## config.mk

```make
export PLATFORM = sky130hd
export DESIGN_NAME = plc_ctrl
export DESIGN_NICKNAME = d
export VERILOG_FILES = /design/src/hdl/plc_pkg.sv /design/src/hdl/plc_ctrl.sv
export SDC_FILE = /design/constraint.sdc
export NUM_CORES = 1
export LEC_CHECK = 0
export ABC_AREA = 1
export BUFFER_PORTS_ARGS = -buffer_cell sky130_fd_sc_hd__buf_2
export CORE_AREA = 2 2 39 41
export DETAILED_ROUTE_END_ITERATION = 12
export DIE_AREA = 0 0 41 43
export MAX_ROUTING_LAYER = met4
export PLACE_DENSITY_LB_ADDON = 0.12
export SYNTH_ARGS = -nofsm -noshare
export SYNTH_HDL_FRONTEND = slang
export SYNTH_SLANG_ARGS = --single-unit
export TNS_END_PERCENT = 1
```

## constraint.sdc

```tcl
create_clock -name clock -period 1.1 [get_ports clock]
set_clock_uncertainty 0.2 [all_clocks]
set_input_delay 0.11 -clock clock [delete_from_list [all_inputs] [get_ports clock]]
set_output_delay 0.11 -clock clock [all_outputs]
set_load 0.01 [all_outputs]
```

## src/hdl/plc_pkg.sv

```systemverilog
package plc_pkg;

   localparam int BUCKETS = 256;
   localparam int WAYS    = 16;
   localparam int BKT_W   = $clog2(BUCKETS);
   localparam int WAY_W   = $clog2(WAYS);
   localparam int CNT_W   = WAY_W + 1;
   localparam int PROTO_W = 8;
   localparam int PORT_W  = 16;
   localparam int KEY_W   = PROTO_W + PORT_W;
   localparam int LBL_W   = 32;
   localparam int FUNC_W  = 2;

   localparam logic [FUNC_W-1:0] FUNC_LOOKUP = 2'd0;
   localparam logic [FUNC_W-1:0] FUNC_FILL   = 2'd1;
   localparam logic [FUNC_W-1:0] FUNC_FLUSH  = 2'd2;

   typedef struct packed {
      logic [KEY_W-1:0] key;
      logic [LBL_W-1:0] label;
   } entry_type;

   typedef entry_type [WAYS-1:0] row_type;

   typedef struct packed {
      logic [CNT_W-1:0] count;
      logic [WAY_W-1:0] oldest;
   } meta_type;

   typedef struct packed {
      logic rd_en;
      logic commit;
      logic wr_fill;
      logic flush;
   } cmd_type;

   typedef struct packed {
      logic              hit;
      logic [FUNC_W-1:0] func;
   } sts_type;

endpackage

```

## src/hdl/plc_ctrl.sv

```systemverilog
module plc_ctrl
   import plc_pkg::*;
(
   input  logic    clock,
   input  logic    reset,
   input  logic    req_valid,
   output logic    req_stall,
   output logic    rsp_valid,
   input  logic    rsp_stall,
   input  sts_type sts,
   output cmd_type cmd
);

   typedef enum logic [1:0] {
      ST_IDLE   = 2'b01,
      ST_LOOKUP = 2'b10
   } state_type;

   state_type state_ff, state_in;
   logic      rsp_valid_ff, rsp_valid_in;
   logic      out_free;

   assign out_free  = !rsp_valid_ff || !rsp_stall;
   assign req_stall = (state_ff != ST_IDLE);
   assign rsp_valid = rsp_valid_ff;

   always_comb begin
      cmd          = '0;
      state_in     = state_ff;
      rsp_valid_in = rsp_valid_ff && rsp_stall;
      case (state_ff)
         ST_IDLE: begin
            if (req_valid) begin
               cmd.rd_en = 1'b1;
               state_in  = ST_LOOKUP;
            end
         end
         ST_LOOKUP: begin
            if (out_free) begin
               cmd.commit   = 1'b1;
               cmd.wr_fill  = (sts.func == FUNC_FILL) && !sts.hit;
               cmd.flush    = (sts.func == FUNC_FLUSH);
               rsp_valid_in = 1'b1;
               state_in     = ST_IDLE;
            end
         end
         default: begin
            state_in = ST_IDLE;
         end
      endcase
   end

   always_ff @(posedge clock) begin
      if (reset) begin
         state_ff     <= ST_IDLE;
         rsp_valid_ff <= 1'b0;
      end else begin
         state_ff     <= state_in;
         rsp_valid_ff <= rsp_valid_in;
      end
   end

endmodule

```

==> metrics.txt, run 1 <==
# TYPE chip_impl_metric gauge
chip_impl_metric{name="worstPathMaxFanout",unit=""} 3
chip_impl_metric{name="placement_rows",unit=""} 14
chip_impl_metric{name="dr.pass1.iters",unit=""} 1
chip_impl_metric{name="numClockSinks",unit=""} 3
chip_impl_metric{name="worst_setup_margin",unit="ps"} -166
chip_impl_metric{name="finish.net_count",unit=""} 51
chip_impl_info{name="leading_cell_type_in_the_layout_fill_and_taps_excluded",value="buf_2"} 1
chip_impl_metric{name="slowest_delay",unit="ps"} 310
chip_impl_metric{name="clock_path_buffers",unit=""} 2
chip_impl_metric{name="vdd_drop_max",unit="V"} 0.000287
chip_impl_metric{name="post_synth_instance_area",unit="sq um"} 148
chip_impl_metric{name="avgSynthCellArea",unit="sq um"} 5.91
chip_impl_metric{name="layout_area_growth_over_synthesis",unit="%"} 92.4
chip_impl_metric{name="die_h",unit="microns"} 43
chip_impl_info{name="failed_checks",value="hold timing, setup timing"} 1
chip_impl_metric{name="yosysSeqAreaShare",unit=""} 0.407
chip_impl_info{name="status",value="finished, violations left"} 1
chip_impl_metric{name="clk_transition_reported_paths",unit="ps"} 40
chip_impl_metric{name="synth_cell_type_count",unit=""} 7
chip_impl_metric{name="place_hpwl",unit="microns"} 334
chip_impl_metric{name="cap_violations",unit=""} 0
chip_impl_metric{name="grt_util_overall",unit=""} 0.0606
chip_impl_metric{name="buffer_ports.inserted",unit=""} 12
chip_impl_metric{name="core_area",unit="sq um"} 1380
chip_impl_metric{name="drt-initial-drc-count",unit=""} 0
chip_impl_metric{name="drt-wirelength-per-cell",unit="microns"} 6.54
chip_impl_metric{name="layoutNonFillerInstCount",unit=""} 59
chip_impl_info{name="cell_family_with_most_cp_delay",value="flip-flops"} 1
chip_impl_info{name="unrepaired_setup_endpoints_after_global_routing",value="true"} 1
chip_impl_info{name="worstHoldPathType",value="input pin to register"} 1
chip_impl_info{name="most-common-layout-cells",value="buf_2 (12), nand2_1 (7), inv_1 (5)"} 1
chip_impl_metric{name="clock_latency",unit="ps"} 230
chip_impl_metric{name="path_buf_inv",unit=""} 2
chip_impl_metric{name="p_leak",unit="nW"} 0.173
chip_impl_info{name="synth_top_area_cell",value="dfxtp_1"} 1
chip_impl_metric{name="htree_levels",unit=""} 1
chip_impl_metric{name="cts_setup_buffers",unit=""} 0
chip_impl_metric{name="synth-seq-cells",unit=""} 3
chip_impl_info{name="path_class",value="register to output port"} 1
chip_impl_info{name="crit_path_cell_trace",value="inv_2, nor2_4, nand2_2, nor2_1, buf_2"} 1
chip_impl_metric{name="antenna-diode-count",unit=""} 0
chip_impl_metric{name="ant_nets",unit=""} 0
chip_impl_metric{name="detail_route.vias_per_cell",unit=""} 3.36
chip_impl_metric{name="ys.warnings.count",unit=""} 0
chip_impl_info{name="cp_slowest_cell",value="dfxtp_2"} 1
chip_impl_metric{name="setup_viol",unit=""} 4
chip_impl_metric{name="die_area",unit="sq um"} 1760
chip_impl_metric{name="die_width",unit="microns"} 41
chip_impl_metric{name="numCtsBuffers",unit=""} 3
chip_impl_metric{name="drv_slew",unit=""} 0
chip_impl_metric{name="floorplan.io_pins",unit=""} 13
chip_impl_info{name="cts-root-buf",value="clkbuf_4"} 1
chip_impl_metric{name="layout_min_cycle_time",unit="ps"} 1270
chip_impl_metric{name="timing.final.crit_share",unit=""} 1.15
chip_impl_metric{name="setup_slack_at_placement",unit="ps"} 19.5
chip_impl_metric{name="floorplan.initialDensity",unit=""} 0.107
chip_impl_metric{name="synthesis.nets",unit=""} 32
chip_impl_metric{name="slew_headroom",unit=""} 0.921
chip_impl_metric{name="timing.final.hold_violations",unit=""} 1
chip_impl_metric{name="synthDominantCellAreaShare",unit=""} 0.407
chip_impl_metric{name="vias",unit=""} 198
chip_impl_info{name="synth.area.top_cells",value="dfxtp_1 (41%), nand2_1 (20%), inv_1 (15%), nor2_1 (13%), nor2_2 (4.2%)"} 1
chip_impl_metric{name="syn-instance-count",unit=""} 25
chip_impl_metric{name="critPathArrivalTime",unit="ps"} 960
chip_impl_metric{name="grt_overflow_total",unit=""} 0
chip_impl_metric{name="layout.filler_cells",unit=""} 173
chip_impl_metric{name="grt_max_degree",unit=""} 4
chip_impl_info{name="worst_setup_path_start_kind",value="register"} 1
chip_impl_metric{name="antenna_found_initial",unit=""} 0
chip_impl_metric{name="post-route-util",unit=""} 0.205
chip_impl_metric{name="first_global_vias",unit=""} 175
chip_impl_metric{name="post-place-cells",unit=""} 54
chip_impl_metric{name="timing_worst_slew_pin_value",unit="ps"} 118
chip_impl_metric{name="finalHoldWorstSlack",unit="ps"} -8.15
chip_impl_metric{name="globalplace.congestion",unit=""} 0.632
chip_impl_metric{name="grt_pass1_wl",unit="microns"} 614
chip_impl_metric{name="final_layout_size_suffix_gt1_frac",unit=""} 0.512
chip_impl_metric{name="timing.critical_path.required",unit="ps"} 790
chip_impl_metric{name="achievable-frequency",unit="GHz"} 0.790
chip_impl_metric{name="power_density",unit="nW/um^2"} 1260
chip_impl_metric{name="drc_viols",unit=""} 0
chip_impl_info{name="tritoncts",value="built"} 1
chip_impl_info{name="cp-end-kind",value="output port"} 1
chip_impl_metric{name="drt_total_wl",unit="microns"} 386
## sequential cells by signal (all words and copies together), names as in the netlist
signal / count
state_ff: 2
rsp_valid: 1
## cell families after synthesis
family	Yosys count	synth area share
flip-flops	3	0.407
buffers and inverters	6	0.153
AND/OR/NAND/NOR	15	0.407
AO/OA/AOI/OAI	1	0.0339
## power by group
part	switching, mW	internal [mW]
clock	0.0548	0.136
combinational	0.0247	0.0240
sequential	0.00382	0.116
## worst register-to-register path: cells and delay by family (launching register included)
kind | cells | cell delay (ps)
flops | 1 | 310
simple gates | 4 | 240
buf+inv | 2 | 170
## area by class of cell
class                      instances  area, sq um  share of cell area
clock buffer                       4         26.3              0.0925
inverter                           6         22.5              0.0793
multi-input combinational         16         75.1               0.264
sequential                         3         62.6               0.220
tap                               16         20.0              0.0705
timing repair buffer              14         77.6               0.273
## through the flow
step                power [mW]  hold WS, ps  setup TNS, ps  cell area (sq um)
finish                   0.359        -8.15           -570                284
global route             0.381         27.1           -909                284
CTS                      0.371        -3.21           -778                273
detailed placement       0.164          106              0                235
global placement         0.163          104              0                235
floorplan                0.140        -20.9              0                148
## timing repair
| action | in CTS | in global routing |
|---|---|---|
| cloned | 0 | 0 |
| endpoints found under the hold margin | 3 | 0 |
| hold buffers | 1 | 0 |
| pin swaps | 1 | 0 |
| gates resized for setup | 2 | 4 |
| endpoints found under the setup margin | 5 | 7 |
## path summary, 6_finish.rpt
kind | start | endpoint | slack [ps] | cells past startpoint
worst max-delay path | state_ff[1] | cmd[0] | -170 | 5
worst min-delay path | req_valid | state_ff[1] | -8 | 3
worst max register to register | state_ff[1] | state_ff[0] | 80 | 6
worst min register to register | state_ff[0] | state_ff[1] | 360 | 2
## synth_stat cells
| cell | count |
|---|---|
| nor2_2 | 1 |
| inv_1 | 6 |
| a21oi_1 | 1 |
| nand2_1 | 8 |
| nand3_1 | 1 |
| nor2_1 | 5 |
| dfxtp_1 | 3 |
## metal layers
layer	vias up	GRT usage	wire, microns
met5	-	-	0
li1	107	-	-
met3	0	0.0157	51
met2	8	0.0844	217
met1	83	0.0447	117
met4	0	0.100	0
No activity file was read; power rests on OpenSTA's default activity.
==> run 2, diff against run 1 <==
--- a/config.mk
+++ b/config.mk
@@ -5,13 +5,12 @@
 export SDC_FILE = /design/constraint.sdc
 export NUM_CORES = 1
 export LEC_CHECK = 0
-export ABC_AREA = 1
 export BUFFER_PORTS_ARGS = -buffer_cell sky130_fd_sc_hd__buf_2
 export CORE_AREA = 2 2 39 41
 export DETAILED_ROUTE_END_ITERATION = 12
 export DIE_AREA = 0 0 41 43
 export MAX_ROUTING_LAYER = met4
-export PLACE_DENSITY_LB_ADDON = 0.12
+export PLACE_DENSITY = 0.41
 export SYNTH_ARGS = -nofsm -noshare
 export SYNTH_HDL_FRONTEND = slang
 export SYNTH_SLANG_ARGS = --single-unit
==> run 2 against run 1 <==
The run ends with setup timing left. Sequential share of layout area down 3.4 points. Setup slack got worse by 130 ps. Count of clock-buffer cells in the layout stayed put. Die area unchanged. Hold slack improved by 19 ps. Flip-flop and latch count stayed put. Largest power group unchanged. Highest routed layer unchanged.
==> metrics.txt, run 2 <==
# TYPE chip_impl_metric gauge
chip_impl_metric{name="post_synth_edffs",unit=""} 0
chip_impl_info{name="worstHoldPathType",value="input pin to register"} 1
chip_impl_info{name="crit_start",value="state_ff[0]"} 1
chip_impl_info{name="crit-reg2reg-launch",value="state_ff[1]"} 1
chip_impl_metric{name="buffer_ports.inserted",unit=""} 12
chip_impl_metric{name="yosysSeqAreaShare",unit=""} 0.361
chip_impl_metric{name="achievable-frequency",unit="GHz"} 0.717
chip_impl_metric{name="grt_util_overall",unit=""} 0.0751
chip_impl_metric{name="synthesis.nets",unit=""} 24
chip_impl_metric{name="synth-seq-cells",unit=""} 3
chip_impl_metric{name="layoutNonFillerInstCount",unit=""} 54
chip_impl_metric{name="vdd_drop_max",unit="V"} 0.000372
chip_impl_metric{name="timing_worst_slew_pin_value",unit="ps"} 179
chip_impl_metric{name="final_layout_size_suffix_gt1_frac",unit=""} 0.684
chip_impl_metric{name="die_h",unit="microns"} 43
chip_impl_info{name="crit_path_cell_trace",value="nand2b_4, nor4b_4, buf_2"} 1
chip_impl_metric{name="synth_cell_type_count",unit=""} 10
chip_impl_metric{name="synth_async_sr_flop_share",unit=""} 0
chip_impl_metric{name="cap_violations",unit=""} 0
chip_impl_info{name="synth_commonest_cells",value="a21oi_1 (3), dfxtp_1 (3), inv_1 (2), nand2b_1 (2), nor4b_2 (2)"} 1
chip_impl_metric{name="largest_register_ffs",unit=""} 2
chip_impl_metric{name="synthDominantCellAreaShare",unit=""} 0.361
chip_impl_metric{name="placement_rows",unit=""} 14
chip_impl_info{name="unrepaired_setup_endpoints_after_global_routing",value="true"} 1
chip_impl_metric{name="setup_slack_at_placement",unit="ps"} -57.7
chip_impl_metric{name="post-place-cells",unit=""} 49
chip_impl_metric{name="layout.filler_cells",unit=""} 158
chip_impl_info{name="cts-root-buf",value="clkbuf_4"} 1
chip_impl_metric{name="clock_path_buffers",unit=""} 2
chip_impl_metric{name="worst-r2r-cell-count",unit=""} 3
chip_impl_info{name="cp_slowest_cell",value="dfxtp_2"} 1
chip_impl_metric{name="numCtsBuffers",unit=""} 3
chip_impl_metric{name="drc_viols",unit=""} 0
chip_impl_metric{name="antenna_found_initial",unit=""} 0
chip_impl_metric{name="critPathArrivalTime",unit="ps"} 1090
chip_impl_info{name="synth-main-ff-cell",value="dfxtp_1"} 1
chip_impl_metric{name="clock_latency",unit="ps"} 230
chip_impl_metric{name="antenna-diode-count",unit=""} 0
chip_impl_metric{name="drv_slew",unit=""} 0
chip_impl_info{name="critical_path.reg2reg.endpoint",value="state_ff[0]"} 1
chip_impl_metric{name="worst_setup_margin",unit="ps"} -295
chip_impl_info{name="leading_cell_type_in_the_layout_fill_and_taps_excluded",value="buf_2"} 1
chip_impl_metric{name="worstPathMaxFanout",unit=""} 3
chip_impl_metric{name="timing.final.hold_violations",unit=""} 0
chip_impl_metric{name="numClockSinks",unit=""} 3
chip_impl_info{name="synth_top_area_cell",value="dfxtp_1"} 1
chip_impl_metric{name="ant_nets",unit=""} 0
chip_impl_metric{name="htree_levels",unit=""} 1
chip_impl_info{name="status",value="finished, violations left"} 1
chip_impl_metric{name="clk_transition_reported_paths",unit="ps"} 40
chip_impl_info{name="failed_checks",value="setup timing"} 1
chip_impl_metric{name="globalplace.congestion",unit=""} 0.591
chip_impl_metric{name="finalHoldWorstSlack",unit="ps"} 11.2
chip_impl_metric{name="p_leak",unit="nW"} 0.175
chip_impl_metric{name="grt_max_degree",unit=""} 4
chip_impl_metric{name="placedInstanceArea",unit="sq um"} 285
chip_impl_metric{name="floorplan.io_pins",unit=""} 13
chip_impl_info{name="path_class",value="register to output port"} 1
chip_impl_metric{name="avgSynthCellArea",unit="sq um"} 9.79
chip_impl_metric{name="post_synth_instance_area",unit="sq um"} 166
chip_impl_metric{name="drt_total_wl",unit="microns"} 430
chip_impl_metric{name="vias",unit=""} 192
chip_impl_metric{name="die_width",unit="microns"} 41
chip_impl_metric{name="slew_headroom",unit=""} 0.880
chip_impl_metric{name="finish.net_count",unit=""} 46
chip_impl_info{name="most-common-layout-cells",value="buf_2 (11), clkbuf_4 (3), buf_6 (3), dfxtp_2 (3)"} 1
chip_impl_metric{name="cts_setup_buffers",unit=""} 0
chip_impl_metric{name="post-route-cell-area",unit="sq um"} 343
chip_impl_info{name="tritoncts",value="built"} 1
chip_impl_info{name="synth.area.top_cells",value="dfxtp_1 (36%), nor4b_2 (18%), a21oi_1 (9.0%), nand2b_4 (8.3%), nand2b_1 (7.5%)"} 1
chip_impl_metric{name="r2r_setup_slack",unit="ps"} -30
chip_impl_metric{name="die_area",unit="sq um"} 1760
chip_impl_metric{name="grt_pass1_wl",unit="microns"} 772
chip_impl_metric{name="power_density",unit="nW/um^2"} 1090
chip_impl_metric{name="first_global_vias",unit=""} 207
chip_impl_metric{name="timing.final.crit_share",unit=""} 1.27
chip_impl_metric{name="setup_viol",unit=""} 6
chip_impl_metric{name="ys.warnings.count",unit=""} 0
chip_impl_metric{name="detail_route.vias_per_cell",unit=""} 3.56
chip_impl_metric{name="floorplan.initialDensity",unit=""} 0.120
chip_impl_metric{name="layout_area_growth_over_synthesis",unit="%"} 106
chip_impl_metric{name="drt-wirelength-per-cell",unit="microns"} 7.96
chip_impl_metric{name="syn-instance-count",unit=""} 17
chip_impl_metric{name="timing.critical_path.required",unit="ps"} 790
chip_impl_info{name="cp-end-kind",value="output port"} 1
chip_impl_metric{name="layout_min_cycle_time",unit="ps"} 1400
chip_impl_metric{name="drt-initial-drc-count",unit=""} 2
chip_impl_info{name="top_register",value="state_ff"} 1
chip_impl_metric{name="core_area",unit="sq um"} 1380
chip_impl_info{name="worst_setup_path_start_kind",value="register"} 1
chip_impl_metric{name="grt_overflow_total",unit=""} 0
chip_impl_metric{name="slowest_delay",unit="ps"} 310
chip_impl_info{name="worst_setup_path_endpoint",value="cmd[1]"} 1
chip_impl_metric{name="dr.pass1.iters",unit=""} 4
run 2: changes by cell type after synthesis, moves of 2 or more:
cell	previous run	this run
a21oi_1	1	3
nand2b_1	0	2
nor4b_2	0	2
nor2_1	5	0
nand2_1	8	1
inv_1	6	2
run 2: cells by family after synthesis:
group / after synthesis / share of synthesized area
AOI/OAI and AO/OA: 4 / 0.135
buffers and inverters: 2 / 0.0451
DFF: 3 / 0.361
and+or+nand+nor: 8 / 0.459
run 2: how the worst min path moves through the flow:
stage,slack (ps),endpoint,startpoint,cells after the start
6_report,10,rsp_valid,rsp_stall,3
3_5_place_dp,110,rsp_valid,reset,2
2_1_floorplan,-20,rsp_valid,reset,1
4_1_cts,-10,rsp_valid,rsp_stall,3
3_3_place_gp,110,rsp_valid,reset,2
5_1_grt,20,state_ff[1],req_valid,3
run 2: power by group:
group / switching (mW) / internal, mW
registers: 0.00447 / 0.116
clock network: 0.0530 / 0.136
logic: 0.0274 / 0.0363
total: 0.0849 / 0.288
run 2: metal layers:
layer / global-route usage / routed length (microns)
met1: 0.0772 / 194
met4: 0.0600 / 0
met3: 0.0628 / 70
met2: 0.0875 / 165
met5: - / 0
run 2: layout make-up:
type / count / area (sq um) / area share
clock buffer: 4 / 26.3 / 0.0766
inverter: 2 / 7.51 / 0.0219
multi-input combinational: 12 / 111 / 0.325
sequential: 3 / 63.8 / 0.186
tap: 16 / 20.0 / 0.0584
timing repair buffer: 17 / 114 / 0.332
run 2: per-stage QoR:
step / total power [mW] / util / TNS (ps)
6_report: 0.373 / 0.248 / -1220
5_1_grt: 0.402 / 0.248 / -1570
4_1_cts: 0.382 / 0.247 / -1300
3_5_place_dp: 0.178 / 0.206 / -212
3_3_place_gp: 0.178 / 0.206 / -229
2_1_floorplan: 0.145 / - / 0
run 2: worst max-delay path: cells and delay by family, from the launching register on:
family	cells	cell delay (ps)
and+or+nand+nor	2	380
DFF	1	310
buffers and inverters	1	160
run 2: timing repair:
item                       in CTS  in global routing
hold buffers                    1                  0
pin swaps                       0                  2
gates resized for setup         6                  1
hold endpoints to repair        3                  0
setup endpoints to repair       7                  8
==> run 3, diff against run 2 <==
--- a/config.mk
+++ b/config.mk
@@ -10,7 +10,8 @@
 export DETAILED_ROUTE_END_ITERATION = 12
 export DIE_AREA = 0 0 41 43
 export MAX_ROUTING_LAYER = met4
-export PLACE_DENSITY = 0.41
+export PLACE_DENSITY = 0.42
+export SKIP_LAST_GASP = 1
 export SYNTH_ARGS = -nofsm -noshare
 export SYNTH_HDL_FRONTEND = slang
 export SYNTH_SLANG_ARGS = --single-unit
==> constraint.sdc (replaced) <==
create_clock -name clock -period 1.2 [get_ports clock]
set_clock_uncertainty 0.2 [all_clocks]
set_input_delay 0.12 -clock clock [delete_from_list [all_inputs] [get_ports clock]]
set_output_delay 0.12 -clock clock [all_outputs]
set_load 0.01 [all_outputs]
==> run 3 against run 2 <==
The run still ends with setup timing left. Critical endpoint unchanged. Utilization fell by 2.6 points. Largest cell class is now multi-input gates. Power fell by 11%. Setup slack improved by 77 ps. Critical path type unchanged. Hold slack got worse by 5.9 ps. Global-route usage fell by 2.3 points. Largest power group unchanged.
==> metrics.txt, run 3 (synthesis results as in run 2) <==
# TYPE chip_impl_metric gauge
chip_impl_metric{name="setup_tns",unit="ps"} -710
chip_impl_metric{name="placedInstanceArea",unit="sq um"} 262
chip_impl_metric{name="drt-initial-drc-count",unit=""} 3
chip_impl_metric{name="p_leak",unit="nW"} 0.163
chip_impl_info{name="path_class",value="register to output port"} 1
chip_impl_metric{name="critPathArrivalTime",unit="ps"} 1100
chip_impl_metric{name="clock_path_buffers",unit=""} 2
chip_impl_metric{name="ant_nets",unit=""} 0
chip_impl_info{name="crit_path_cell_trace",value="nand2b_4, nor4b_2, buf_2"} 1
chip_impl_metric{name="htree_levels",unit=""} 1
chip_impl_info{name="tritoncts",value="built"} 1
chip_impl_metric{name="grt_max_degree",unit=""} 5
chip_impl_metric{name="slew_headroom",unit=""} 0.876
chip_impl_metric{name="clock_latency",unit="ps"} 230
chip_impl_metric{name="worstPathMaxFanout",unit=""} 4
chip_impl_metric{name="cap_violations",unit=""} 0
chip_impl_metric{name="netSwitchingPower",unit="uW"} 74.6
chip_impl_metric{name="path_buf_inv",unit=""} 1
chip_impl_info{name="failed_checks",value="setup timing"} 1
chip_impl_metric{name="grt_overflow_total",unit=""} 0
chip_impl_info{name="cell_family_with_most_cp_delay",value="simple AND/OR/NAND/NOR gates"} 1
chip_impl_info{name="top_register",value="state_ff"} 1
chip_impl_metric{name="setup_viol",unit=""} 5
chip_impl_metric{name="worst_setup_margin",unit="ps"} -219
chip_impl_metric{name="clk_transition_reported_paths",unit="ps"} 40
chip_impl_metric{name="setup_slack_at_placement",unit="ps"} 11.6
chip_impl_metric{name="post-route-cell-area",unit="sq um"} 307
chip_impl_metric{name="clkPwrFrac",unit=""} 0.515
chip_impl_info{name="status",value="finished, violations left"} 1
chip_impl_metric{name="die_area",unit="sq um"} 1760
chip_impl_metric{name="achievable-frequency",unit="GHz"} 0.705
chip_impl_info{name="most-common-layout-cells",value="buf_2 (12), a21oi_1 (3), clkbuf_4 (3), dfxtp_1 (3)"} 1
chip_impl_metric{name="timing.final.hold_violations",unit=""} 0
chip_impl_metric{name="vias",unit=""} 194
chip_impl_metric{name="timing_worst_slew_pin_value",unit="ps"} 185
chip_impl_metric{name="power.internal",unit="uW"} 259
chip_impl_metric{name="layout_min_cycle_time",unit="ps"} 1420
chip_impl_metric{name="timing.critical_path.required",unit="ps"} 880
chip_impl_metric{name="power_density",unit="nW/um^2"} 1090
chip_impl_metric{name="power.switching_fraction",unit=""} 0.224
chip_impl_info{name="leading_cell_type_in_the_layout_fill_and_taps_excluded",value="buf_2"} 1
chip_impl_metric{name="grt_pass1_wl",unit="microns"} 538
chip_impl_metric{name="numCtsBuffers",unit=""} 3
chip_impl_metric{name="globalplace.congestion",unit=""} 0.577
chip_impl_metric{name="finish.net_count",unit=""} 44
chip_impl_info{name="cp_slowest_cell",value="dfxtp_1"} 1
chip_impl_metric{name="layout_area_growth_over_synthesis",unit="%"} 84.2
chip_impl_metric{name="drt_total_wl",unit="microns"} 399
chip_impl_metric{name="dr.pass1.iters",unit=""} 4
chip_impl_metric{name="floorplan.initialDensity",unit=""} 0.120
chip_impl_metric{name="drc_viols",unit=""} 0
chip_impl_metric{name="timing.final.crit_share",unit=""} 1.18
chip_impl_metric{name="fin_total_pwr",unit="uW"} 334
chip_impl_metric{name="power_frac_seq",unit=""} 0.326
chip_impl_metric{name="comb_power_share",unit=""} 0.159
chip_impl_metric{name="die_h",unit="microns"} 43
chip_impl_info{name="worstHoldPathType",value="input pin to register"} 1
chip_impl_info{name="cts-root-buf",value="clkbuf_4"} 1
chip_impl_metric{name="largest_register_ffs",unit=""} 2
chip_impl_metric{name="vdd_drop_max",unit="V"} 0.000302
chip_impl_metric{name="antenna_found_initial",unit=""} 0
chip_impl_info{name="unrepaired_setup_endpoints_after_global_routing",value="true"} 1
chip_impl_metric{name="placement_rows",unit=""} 14
chip_impl_metric{name="core_area",unit="sq um"} 1380
chip_impl_metric{name="buffer_ports.inserted",unit=""} 12
chip_impl_metric{name="drt-wirelength-per-cell",unit="microns"} 7.67
chip_impl_metric{name="finalHoldWorstSlack",unit="ps"} 5.25
chip_impl_metric{name="drv_slew",unit=""} 0
chip_impl_metric{name="slowest_delay",unit="ps"} 300
chip_impl_metric{name="detail_route.vias_per_cell",unit=""} 3.73
chip_impl_info{name="worst_setup_path_start_kind",value="register"} 1
chip_impl_metric{name="numClockSinks",unit=""} 3
chip_impl_metric{name="die_width",unit="microns"} 41
chip_impl_info{name="cp-end-kind",value="output port"} 1
chip_impl_metric{name="antenna-diode-count",unit=""} 0
chip_impl_metric{name="grt_util_overall",unit=""} 0.0523
chip_impl_metric{name="floorplan.io_pins",unit=""} 13
chip_impl_metric{name="first_global_vias",unit=""} 152
chip_impl_metric{name="final_layout_size_suffix_gt1_frac",unit=""} 0.556
run 3: worst paths after layout:
path	from	endpoint	slack [ps]	depth (start not counted)
max	state_ff[0]	cmd[1]	-220	3
max reg2reg	state_ff[1]	state_ff[0]	60	3
min	rsp_stall	rsp_valid	5	3
min reg2reg	state_ff[1]	rsp_valid	340	2
run 3: worst reg2reg max path, cell delays in order (launching register included):
cell	delay [ps]
dfxtp_1	320
buf_4	140
nand3b_1	190
a21o_1	180
run 3: cell type report:
cell class	count	area (sq um)
clock buffer	4	26.3
inverter	2	7.51
sequential	3	60.1
multi-input combinational	12	108
timing repair buffer	15	85.1
fill	154	1080
tap	16	20.0
run 3: what timing repair did:
item | 4_1_cts | 5_1_grt
setup buffers | 0 | 0
endpoints found under the setup margin | 5 | 5
hold endpoints to repair | 3 | 0
hold buffers | 1 | 0
gates resized for setup | 0 | 1
run 3: metrics by stage:
| step | instances | util |
|---|---|---|
| 6_report | 52 | 0.222 |
| 5_1_grt | 52 | 0.222 |
| 4_1_cts | 52 | 0.215 |
| 3_5_place_dp | 47 | 0.189 |
| 3_3_place_gp | 47 | 0.189 |
| 2_1_floorplan | 17 | - |
run 3: layer usage:
layer  wire, microns  track usage  up-vias
li1                -            -       99
met1             198       0.0637       82
met3              70       0.0314        0
met2             131       0.0500       13
met5               0            -        -
met4               0       0.0600        0
run 3: power groups by stage:
stage	Combinational (mW)	Clock, mW	Sequential, mW
floorplan	0.0202	0	0.111
global placement	0.0491	0	0.111
detailed placement	0.0492	0	0.110
CTS	0.0517	0.183	0.109
global route	0.0581	0.185	0.109
finish	0.0530	0.172	0.109
